## src/sv/fpgc_pkg.sv

```systemverilog
`timescale 1ns / 1ps
package fpgc_pkg;

	localparam int MAP_SIDE_MAX    = 1024;
	localparam int MAP_AW          = 10;
	localparam int HALF_WINDOW_MAX = 32;
	localparam int FRAC_BITS       = 4;
	localparam int SUB_BITS        = FRAC_BITS + 1;
	localparam int ANGLE_BITS      = 16;
	localparam int CORDIC_STEPS    = 20;
	localparam int CW              = 36;
	localparam int QW              = 15;
	localparam int TRIG_W          = 18;
	localparam logic signed [CW-1:0] CORDIC_X0 = 36'sd652032874;

	typedef enum logic [1:0] {
		REQ_WRITE = 2'd0,
		REQ_SEGMENT = 2'd1,
		REQ_POSE = 2'd2,
		REQ_NONE = 2'd3
	} req_t;

	typedef enum logic [2:0] {
		REG_MAP_WIDTH = 3'd0,
		REG_MAP_HEIGHT = 3'd1,
		REG_HALF_WINDOW = 3'd2,
		REG_LENGTH_LIMIT = 3'd3,
		REG_WIDTH_LIMIT = 3'd4
	} reg_idx_t;

	typedef struct packed {
		logic              en;
		logic [MAP_AW-1:0] x;
		logic [MAP_AW-1:0] y;
		logic              val;
	} map_wr_t;

	typedef struct packed {
		logic [10:0] w_eff;
		logic [10:0] h_eff;
		logic [10:0] span;
		logic [15:0] lx;
		logic [15:0] ly;
	} scan_cfg_t;

	typedef struct packed {
		logic [QW-1:0]            qx;
		logic [QW-1:0]            qy;
		logic signed [TRIG_W-1:0] c;
		logic signed [TRIG_W-1:0] s;
	} scan_req_t;

	typedef struct packed {
		logic done;
		logic hit;
	} scan_stat_t;

	// arctangent of 2^-k, full turn = 2^32
	function automatic logic [29:0] turn_atan(input logic [4:0] k);
		logic [29:0] v;
		case (k)
			5'd0: v = 30'h20000000;
			5'd1: v = 30'h12E4051E;
			5'd2: v = 30'h09FB385B;
			5'd3: v = 30'h051111D4;
			5'd4: v = 30'h028B0D43;
			5'd5: v = 30'h0145D7E1;
			5'd6: v = 30'h00A2F61E;
			5'd7: v = 30'h00517C55;
			5'd8: v = 30'h0028BE53;
			5'd9: v = 30'h00145F2F;
			5'd10: v = 30'h000A2F98;
			5'd11: v = 30'h000517CC;
			5'd12: v = 30'h00028BE6;
			5'd13: v = 30'h000145F3;
			5'd14: v = 30'h0000A2FA;
			5'd15: v = 30'h0000517D;
			5'd16: v = 30'h000028BE;
			5'd17: v = 30'h0000145F;
			5'd18: v = 30'h00000A30;
			5'd19: v = 30'h00000518;
			default: v = 30'h0;
		endcase
		return v;
	endfunction

endpackage

```

## src/sv/fpgc_cordic.sv

```systemverilog
`timescale 1ns / 1ps
module fpgc_cordic (
	input  logic                             clk,
	input  logic                             arst_n,
	input  logic                             start,
	input  logic                             mode_rot,
	input  logic signed [fpgc_pkg::CW-1:0]   x0,
	input  logic signed [fpgc_pkg::CW-1:0]   y0,
	input  logic signed [fpgc_pkg::CW-1:0]   z0,
	output logic                             done,
	output logic signed [fpgc_pkg::CW-1:0]   x,
	output logic signed [fpgc_pkg::CW-1:0]   y,
	output logic signed [fpgc_pkg::CW-1:0]   z
);
	import fpgc_pkg::*;

	logic signed [CW-1:0] x_q, y_q, z_q;
	logic [4:0]           k_q;
	logic                 busy_q, mode_q, done_q;
	logic signed [CW-1:0] xs, ys, at;
	logic                 up;

	// one micro-rotation per cycle; both modes share the same add/sub pair
	always_comb begin
		xs = x_q >>> k_q;
		ys = y_q >>> k_q;
		at = $signed(CW'(turn_atan(k_q)));
		up = mode_q ? !z_q[CW-1] : !(y_q > 0);
	end

	always_ff @(posedge clk or negedge arst_n) begin
		if (!arst_n) begin
			busy_q <= 1'b0;
			done_q <= 1'b0;
			k_q    <= '0;
			mode_q <= 1'b0;
		end else begin
			done_q <= 1'b0;
			if (start) begin
				busy_q <= 1'b1;
				k_q    <= '0;
				mode_q <= mode_rot;
			end else if (busy_q) begin
				if (k_q == 5'(CORDIC_STEPS - 1)) begin
					busy_q <= 1'b0;
					done_q <= 1'b1;
				end
				k_q <= k_q + 5'd1;
			end
		end
	end

	// hold the vector; load on start, rotate while busy
	always_ff @(posedge clk) begin
		if (start) begin
			x_q <= x0;
			y_q <= y0;
			z_q <= z0;
		end else if (busy_q) begin
			if (up) begin
				x_q <= x_q - ys;
				y_q <= y_q + xs;
				z_q <= z_q - at;
			end else begin
				x_q <= x_q + ys;
				y_q <= y_q - xs;
				z_q <= z_q + at;
			end
		end
	end

	assign done = done_q;
	assign x = x_q;
	assign y = y_q;
	assign z = z_q;
endmodule

```

## config.mk

```make
export PLATFORM = sky130hd
export DESIGN_NAME = fpgc_cordic
export DESIGN_NICKNAME = d
export VERILOG_FILES = /design/src/sv/fpgc_pkg.sv /design/src/sv/fpgc_cordic.sv
export SDC_FILE = /design/constraint.sdc
export NUM_CORES = 1
export LEC_CHECK = 0
export BUFFER_PORTS_ARGS = -buffer_cell sky130_fd_sc_hd__buf_2
export CORE_MARGIN = 10
export CORE_UTILIZATION = 35
export CTS_BUF_LIST = sky130_fd_sc_hd__clkbuf_16
export DETAILED_ROUTE_END_ITERATION = 16
export MAX_ROUTING_LAYER = met4
export SYNTH_ARGS = -nofsm -noshare
export SYNTH_HDL_FRONTEND = slang
export SYNTH_SLANG_ARGS = --single-unit
```

## constraint.sdc

```tcl
create_clock -name clk -period 7.8 [get_ports clk]
set_input_delay 0.39 -clock clk [delete_from_list [all_inputs] [get_ports clk]]
set_output_delay 0.39 -clock clk [all_outputs]
set_load 0.005 [all_outputs]
```

Word-level counts from Yosys, hierarchy flattened --
Memories as Yosys holds them, arrays and structs flattened. Index checks and enable logic that the tools add are counted.
Storage, ports and cells: register bits after elaboration 116, latch bits 0, memory bits (writable) 0, ROM bits 960, output and inout port bits 109, logic and storage cells 40, memories kept 1
Cells by class: $add $sub $neg 7, multiply operators 0, div/mod/pow operators 0, magnitude comparators 1, equal/unequal tests 1, shift operators 2, mux-type cells 18, bitwise logic cells 0, reduce and logical (&&, ||, !) cells 3
Memories:
- (no name shown) | words 32, bits a word 30, rd ports 1, clocked after Yosys merged registers in 0, write ports 0, line fpgc_pkg.sv:61 | case (k)
Operators with widths (count):
- $mux 36 | 9
- $add 36x36->36 | 2
- $sshr 36x5->36 | 2
- $sub 36x36->36 | 2
- $add 36x31->36 | 1
- $gt 36x1->1 const B | 1
- $sub 36x31->36 | 1
- $mux 5 | 2
- $mux 1 | 7
- $add 5x1->5 const B | 1
- $eq 5x5->1 const B | 1
- $logic_not 1->1 | 2
- $reduce_bool 2->1 | 1

Longest topological paths before layout --
Gate-level depths: netlist of run 1.
depth in word-level cells 6, gate-level depth with buffers 29

Worst setup path after synthesis of run 1 --
No wires, ideal clock.
path type reg-to-reg, start register k_q[0], end register z_q[27], in the netlist z[27], data pin, library setup time 0.136 ns, arrival time 6.101 ns, required time 7.664 ns, setup slack 1.563 ns, cell stages (with the launch flop) 29, clock period less this slack 6.237 ns, cells stage by stage dfrtp_1 buf_6 inv_1 buf_2 buf_2 buf_1 ha_1 inv_1 mux4_2 a21boi_0 ha_1 nand3_1 nor2_1 nand4_1 nor3_1 or2_2 buf_2 xor2_1 ha_1 nand2_1 nand2b_1 a21oi_1 nor2b_1 a2111oi_1 o21ai_0 a211oi_1 o21bai_1 or4b_1 nand3_1
On the way: longest elaborated chain between the ends 5, elaborated cells between the ends (all ways) 6, those cells by class 2 x add/sub; 3 x mux; 1 x memory
Ends and longest elaborated chain:
- start, declared | line fpgc_cordic.sv:18 | logic [4:0] k_q;
- start signal, assigned | line fpgc_cordic.sv:48 | k_q <= k_q + 5'd1;
- $mem_v2 32x30 (*)
- $add 36x31->36 / $sub 36x31->36 (equally long branches) | line fpgc_cordic.sv:67, fpgc_cordic.sv:63
- $mux 36 (*) | line fpgc_cordic.sv:60 | if (up) begin
- $mux 36 (*) | line fpgc_cordic.sv:59 | end else if (busy_q) begin
- $mux 36 (*) | line fpgc_cordic.sv:55 | if (start) begin
- end signal, assigned | line fpgc_cordic.sv:58 | z_q <= z0;
- end signal, assigned | line fpgc_cordic.sv:63 | z_q <= z_q - at;
- end signal, assigned | line fpgc_cordic.sv:67 | z_q <= z_q + at;
- end, declared | line fpgc_cordic.sv:17 | logic signed [CW-1:0] x_q, y_q, z_q;
Mark *: on every way between the ends. The rest lies on a longest branch, timed or not. The select of a mux whose other input is x is not followed. A chain may end at the register's enable or synchronous reset.

Worst setup path after layout of run 1 --
start register k_q[0], end register y_q[30], in the netlist y[30], data pin
On the way: longest elaborated chain between the ends 5, elaborated cells between the ends (all ways) 6, those cells by class 2 x add/sub; 1 x shift; 3 x mux
Ends and longest elaborated chain:
- $sshr 36x5->36 (*) | line fpgc_cordic.sv:25 | xs = x_q >>> k_q;
- $sub 36x36->36 / $add 36x36->36 (equally long branches) | line fpgc_cordic.sv:66, fpgc_cordic.sv:62
- $mux 36 (*) | line fpgc_cordic.sv:60
- $mux 36 (*) | line fpgc_cordic.sv:59
- $mux 36 (*) | line fpgc_cordic.sv:55
- end signal, assigned | line fpgc_cordic.sv:57 | y_q <= y0;
- end signal, assigned | line fpgc_cordic.sv:62 | y_q <= y_q + xs;
- end signal, assigned | line fpgc_cordic.sv:66 | y_q <= y_q - xs;
- end, declared | line fpgc_cordic.sv:17
Marks and branches as above.

==> impl_metrics.toml, run 1 <==
[floorplan]
fp-row-count = 82
ioPinCount = 221
dieArea_sq_um = 59700
dieHeight_microns = 244
core_sq_um = 50000
chipWidth_microns = 244
initial_core_util = 0.352

[logic_synthesis]
syn_area_per_cell_sq_um = 8.51
synthDistinctLibCells = 103
yosysWarnings = 0
synth_async_sr_flop_share = 0.0690
synthFlopType = "edfxtp_1"
syn-num-nets = 2299
syn_area_sq_um = 17600
ys_ff_latch = 116
synth-edff-count = 108
ys_seq_area_frac = 0.196
synth_cells = 2069

[timing]
fmax_ghz = 0.144
slew_violations = 0
tns_ns = 0
grt_setup_unrepaired = "false"
holdWs_ns = 0.173
max_slew_margin = 0.407
min_period_over_period = 0.891
worst_pin_slew_ns = 0.886
hold_violations = 0
setup_viol = 0
fin_crit_ns = 6.95
skew_ns = 0.0174

[clocking]
worstSkewPairLatency_ns = 0.49
cts_buffers = 17
cts_max_level = 4
cts_tree = "yes"
root_buffer = "clkbuf_16"
cts_max_path_buffers = 2
ctsResizeCount = 0
cts_sinks = 116
clk_pin_slew_worst_paths_ns = 0.06

[cells_and_area]
area_growth_pct = 13.2
drive_gt1_frac = 0.213
fin_area_sq_um = 19900
layout.nets = 2463

[global_route]
first_global_vias = 17500
grt-busiest-layer = "met2"
grt_use_total = 0.248
grtUsageMet1 = 0.306
grt_pass1_wl_microns = 111000
met3_usage = 0.0405
grt_start_max_net_pins = 80
grt_antenna_before_repair = 1
met2_usage = 0.400
grt_remaining_overflow = 0

[setup_path]
critPathKind = "register to register"
cp-end-kind = "register"
critPathSlowestCell = "dfrtp_4"
critPathMaxFanout = 32
worst-endpoint-arrival_ns = 7.19
startpoint_type = "register"
path_cells = "inv_1, mux2i_2, mux2i_1, a221oi_4, nand4_4, nor4_4, nand2_1, nand2_1, xor2_1, ha_1, a21o_1, a21o_1, a21oi_1, o21ai_0, a21oi_1, o21ai_0, a2111oi_0, buf_4, nor2_1, xor2_1, mux2_2"
crit_required_ns = 8.04
critical_path.max_stage_delay_ns = 0.70

[worst_hold_path]
min_path_type = "primary input to register"

[drt]
detail_route.wl_per_cell_microns = 25.1
drcViolationCount = 0
viasPerCell = 6.04
drtIter0Drc = 1483
ant_nets = 0
finalWirelength_microns = 73400
first_pass_iters = 6
vias = 17600

[outcome]
status = "finished clean"

[placement]
finalWeightedCongestion = 1.01
placement.io_buffers = 220
placed_area_sq_um = 19400
dp_hpwl_microns = 57900

[run]
maxCapViolCount = 0
-- routing by layer --
metal	up-vias	routed length, microns
li1	8201	-
met1	8700	31500
met2	619	35200
met3	105	4090
met4	0	2640
met5	-	0
-- flip-flops by register name, indices dropped and copies added (netlist names) --
signal  cells
busy_q      1
done        1
k_q         5
mode_q      1
x          36
y          36
z          36
-- worst max-delay path: cells and delay by family, from the launching register on --
kind | cells | cell delay [ns]
adders and majority gates | 1 | 0.31
and+or+nand+nor | 5 | 1.13
AOI/OAI and AO/OA | 8 | 2.17
muxes | 3 | 1.21
DFF | 1 | 0.70
xor gates and xnor gates | 2 | 0.29
buffers and inverters | 2 | 0.86
-- final timing paths --
check	from	endpoint	depth (start not counted)	slack (ns)
setup / recovery	k_q[0]$_DFFE_PN0P_	y[30]$_DFFE_PP_	21	0.85
hold / removal	x0[31]	x[31]$_DFFE_PP_	3	0.17
setup reg to reg	k_q[0]$_DFFE_PN0P_	y[30]$_DFFE_PP_	21	0.85
hold reg to reg	mode_q$_DFFE_PN0P_	mode_q$_DFFE_PN0P_	1	0.65
max in group asynchronous	arst_n	k_q[0]$_DFFE_PN0P_	2	7.17
min in group asynchronous	arst_n	k_q[1]$_DFFE_PN0P_	2	0.37
-- cell type report --
type	instances	area (sq um)
tap	672	841
timing repair buffer	269	1530
inverter	48	183
antenna	1	2.50
multi-input combinational	1781	13400
clock inverter	15	115
clock buffer	17	425
sequential	116	3450
fill	5174	30000
-- cells in the final DEF, fill, tap and decap left out, types with 45 or more instances in the layout --
cell type | synthesis | final
a21o_1 | 50 | 50
a21oi_1 | 153 | 153
buf_2 | 30 | 219
edfxtp_1 | 108 | 108
ha_1 | 115 | 115
mux2i_1 | 45 | 45
mux4_2 | 83 | 83
nand2_1 | 260 | 260
nand3_1 | 50 | 50
nor2_1 | 148 | 147
o21ai_0 | 164 | 164
xnor2_1 | 91 | 91
xor2_1 | 89 | 89
-- timing repair --
action / 4_1_cts / 5_1_grt
hold endpoints to repair: 8 / 0
hold buffers: 1 / 0
buffers inserted: 0 / 0
-- kinds of logic (layout without fill, tap and decap cells) --
family | Yosys count | in the layout | synth area share
xor gates and xnor gates | 180 | 180 | 0.0895
AOI/OAI and AO/OA | 657 | 657 | 0.246
DFF | 116 | 116 | 0.196
buffers and inverters | 172 | 349 | 0.0460
and+or+nand+nor | 653 | 653 | 0.177
adders and majority gates | 118 | 118 | 0.0851
other | 0 | 1 | 0
muxes | 173 | 173 | 0.161
-- cells in the mapped netlist (all sizes together) (10+ instances only) --
| cell type | n | area (sq um) |
|---|---|---|
| a21o | 50 | 375 |
| nor2 | 150 | 568 |
| nor4 | 13 | 118 |
| nand3 | 50 | 250 |
| a31oi | 29 | 181 |
| o22ai | 21 | 131 |
| inv | 46 | 173 |
| xor2 | 89 | 780 |
| a22oi | 13 | 97.6 |
| clkbuf | 60 | 225 |
| mux2 | 43 | 484 |
| and3 | 20 | 125 |
| nand2 | 260 | 976 |
| mux2i | 47 | 478 |
| o31ai | 23 | 183 |
| o211ai | 14 | 105 |
| nand4 | 14 | 103 |
| nand2b | 31 | 194 |
| xnor2 | 91 | 797 |
| buf | 64 | 405 |
| a221oi | 11 | 120 |
| o21a | 29 | 218 |
| o21bai | 15 | 113 |
| nor3 | 33 | 180 |
| ha | 115 | 1440 |
| or2 | 10 | 62.6 |
| o21ai | 169 | 846 |
| mux4 | 83 | 1870 |
| edfxtp | 108 | 3240 |
| a211oi | 31 | 255 |
| a21oi | 153 | 766 |
| nor2b | 22 | 138 |
| and2 | 13 | 81.3 |
-- through the flow --
| step | utilization | worst slack, ns | cells |
|---|---|---|---|
| 3_5_place_dp | 0.388 | 0.946 | 2885 |
| 6_report | 0.399 | 0.853 | 2919 |
| 2_1_floorplan | - | 1.56 | 2069 |
| 4_1_cts | 0.399 | 0.898 | 2918 |
| 3_3_place_gp | 0.388 | 0.925 | 2885 |
| 5_1_grt | 0.399 | 0.328 | 2919 |
Power of run 1 is not shown: default switching activity piles up to over one toggle a cycle in this logic, so the estimate is an artifact.
==> run 2, diff against run 1 <==
==> constraint.sdc (replaced) <==
create_clock -name clk -period 7.6 [get_ports clk]
set_input_delay 0.38 -clock clk [delete_from_list [all_inputs] [get_ports clk]]
set_output_delay 0.38 -clock clk [all_outputs]
set_load 0.005 [all_outputs]
==> run 2 against run 1 <==
Net effect:
- critical path depth is the same
- cell count shrank 0.14%
- via count grew 1.1%
- flip-flop and latch count is the same
- sequential share of layout area is essentially flat
- die area is the same
- design area shrank 0.15%
- hold slack lost 0.0091 ns
- non-clock buffer count shrank 3
- global-route usage shrank 0.90 points
- clock skew grew 0.0024 ns
==> impl_metrics.toml, run 2 (same netlist as run 1, synthesis figures left out) <==
[timing]
max_slew_margin = 0.253
fmax_ghz = 0.144
setup_viol = 0
grt_setup_unrepaired = "false"
hold_violations = 0
skew_ns = 0.0198
slew_violations = 0
fin_ws_ns = 0.640
fin_crit_ns = 6.96
min_period_over_period = 0.916
tns_ns = 0
worst_pin_slew_ns = 1.12

[cells_and_area]
diodes = 0
mostFrequentLayoutCells = "nand2_1 (260), buf_2 (219), o21ai_0 (164)"
seq_area_sq_um = 3450
multi_input_area_sq_um = 13400
layout.nets = 2460
area_growth_pct = 13.0
final_common_cell = "nand2_1"
fillers = 5131
drive_gt1_frac = 0.210

[clocking]
cts_max_level = 4
clk_pin_slew_worst_paths_ns = 0.06
cts_max_path_buffers = 2
worstSkewPairLatency_ns = 0.50
cts_buffers = 17
root_buffer = "clkbuf_16"
cts_setup_buffers = 0
cts_sinks = 116
cts_tree = "yes"

[drt]
drtIter0Drc = 1595
finalWirelength_microns = 71300
ant_nets = 0
viasPerCell = 6.11
first_pass_iters = 7
vias = 17800
drcViolationCount = 0
detail_route.wl_per_cell_microns = 24.5

[floorplan]
dieArea_sq_um = 59700
dieHeight_microns = 244
initial_core_util = 0.352
fp-row-count = 82
ioPinCount = 221
chipWidth_microns = 244
core_sq_um = 50000

[setup_path]
critPathMaxFanout = 40
path_cells = "inv_1, buf_4, mux2_2, mux4_2, a221oi_1, nor4b_1, and3b_1, and3_1, nand2_1, o21ai_1, xor2_1, ha_1, a21oi_1, nor2b_1, o21a_1, o211ai_1, a21oi_1, a211o_1, and3b_1, o311ai_0, o311ai_0"
crit_required_ns = 7.82
worst-endpoint-arrival_ns = 7.18
critical_path.max_stage_delay_ns = 0.89
critPathKind = "register to register"
cp_top_family = "compound AO/OA/AOI/OAI gates"
crit_buf_inv = 2
critPathSlowestCell = "dfrtp_4"
cp-end-kind = "register"
startpoint_type = "register"

[global_route]
grt_start_max_net_pins = 82
grt_antenna_before_repair = 2
first_global_vias = 17400
grt_remaining_overflow = 0
grt_pass1_wl_microns = 108000
grt_use_total = 0.239

[worst_hold_path]
min_path_type = "primary input to register"

[placement]
dp_hpwl_microns = 56000
placement.io_buffers = 220
finalWeightedCongestion = 1.01
post-place-ws_ns = 0.755

[outcome]
status = "finished clean"

[run]
maxCapViolCount = 0
==> run 2: cell types whose count changed in the layout (fill, tap and decap cells not counted), moves of 2 or more <==
cell,delta
buf_12,-3
clkinv_1,+3
clkinv_2,-3
clkinvlp_4,-3
bufinv_16,+2
inv_1,+2
inv_6,-2
==> run 2: what timing repair did <==
| item | CTS | global route |
|---|---|---|
| endpoints found under the hold margin | 8 | 0 |
| gates resized for setup | 0 | 0 |
| hold buffers | 1 | 0 |
==> run 2: through the flow <==
stage | instances | hold slack [ns] | cell area, sq um | util
after floorplan | 2069 | 0.0844 | 17600 | -
after global placement | 2882 | 0.277 | 19300 | 0.387
after detailed placement | 2882 | 0.282 | 19300 | 0.387
after CTS | 2915 | 0.139 | 19900 | 0.398
after global routing | 2915 | 0.151 | 19900 | 0.398
final | 2915 | 0.164 | 19900 | 0.398
==> run 2: worst paths after layout <==
kind / cells after the start / endpoint / from / slack (ns)
max in group asynchronous: 2 / k_q[0]$_DFFE_PN0P_ / arst_n / 7.05
setup / recovery: 21 / x[34]$_DFFE_PP_ / k_q[0]$_DFFE_PN0P_ / 0.64
setup reg to reg: 21 / x[34]$_DFFE_PP_ / k_q[0]$_DFFE_PN0P_ / 0.64
min in group asynchronous: 2 / mode_q$_DFFE_PN0P_ / arst_n / 0.30
hold reg to reg: 1 / mode_q$_DFFE_PN0P_ / mode_q$_DFFE_PN0P_ / 0.63
hold / removal: 3 / x[30]$_DFFE_PP_ / x0[30] / 0.16
==> run 2: cell type report <==
| cell class | count | area share |
|---|---|---|
| clock buffer | 17 | 0.0214 |
| sequential | 116 | 0.174 |
| clock inverter | 15 | 0.00742 |
| inverter | 48 | 0.00918 |
| tap | 672 | 0.0423 |
| timing repair buffer | 266 | 0.0738 |
| multi-input combinational | 1781 | 0.672 |
==> run 2: metal layers <==
metal	wire [microns]	global-route usage	up-vias	share of wire
li1	-	-	8208	-
met1	29600	0.293	8701	0.42
met2	34500	0.388	777	0.48
met3	4900	0.0444	128	0.069
met4	2350	0.0864	0	0.033
met5	0	-	-	0
==> run 2: worst min-delay path, stage by stage <==
cell     delay [ns]
buf_2          0.08
nand2_1        0.04
o21ai_0        0.05
Power of run 2 is left out for the same reason.
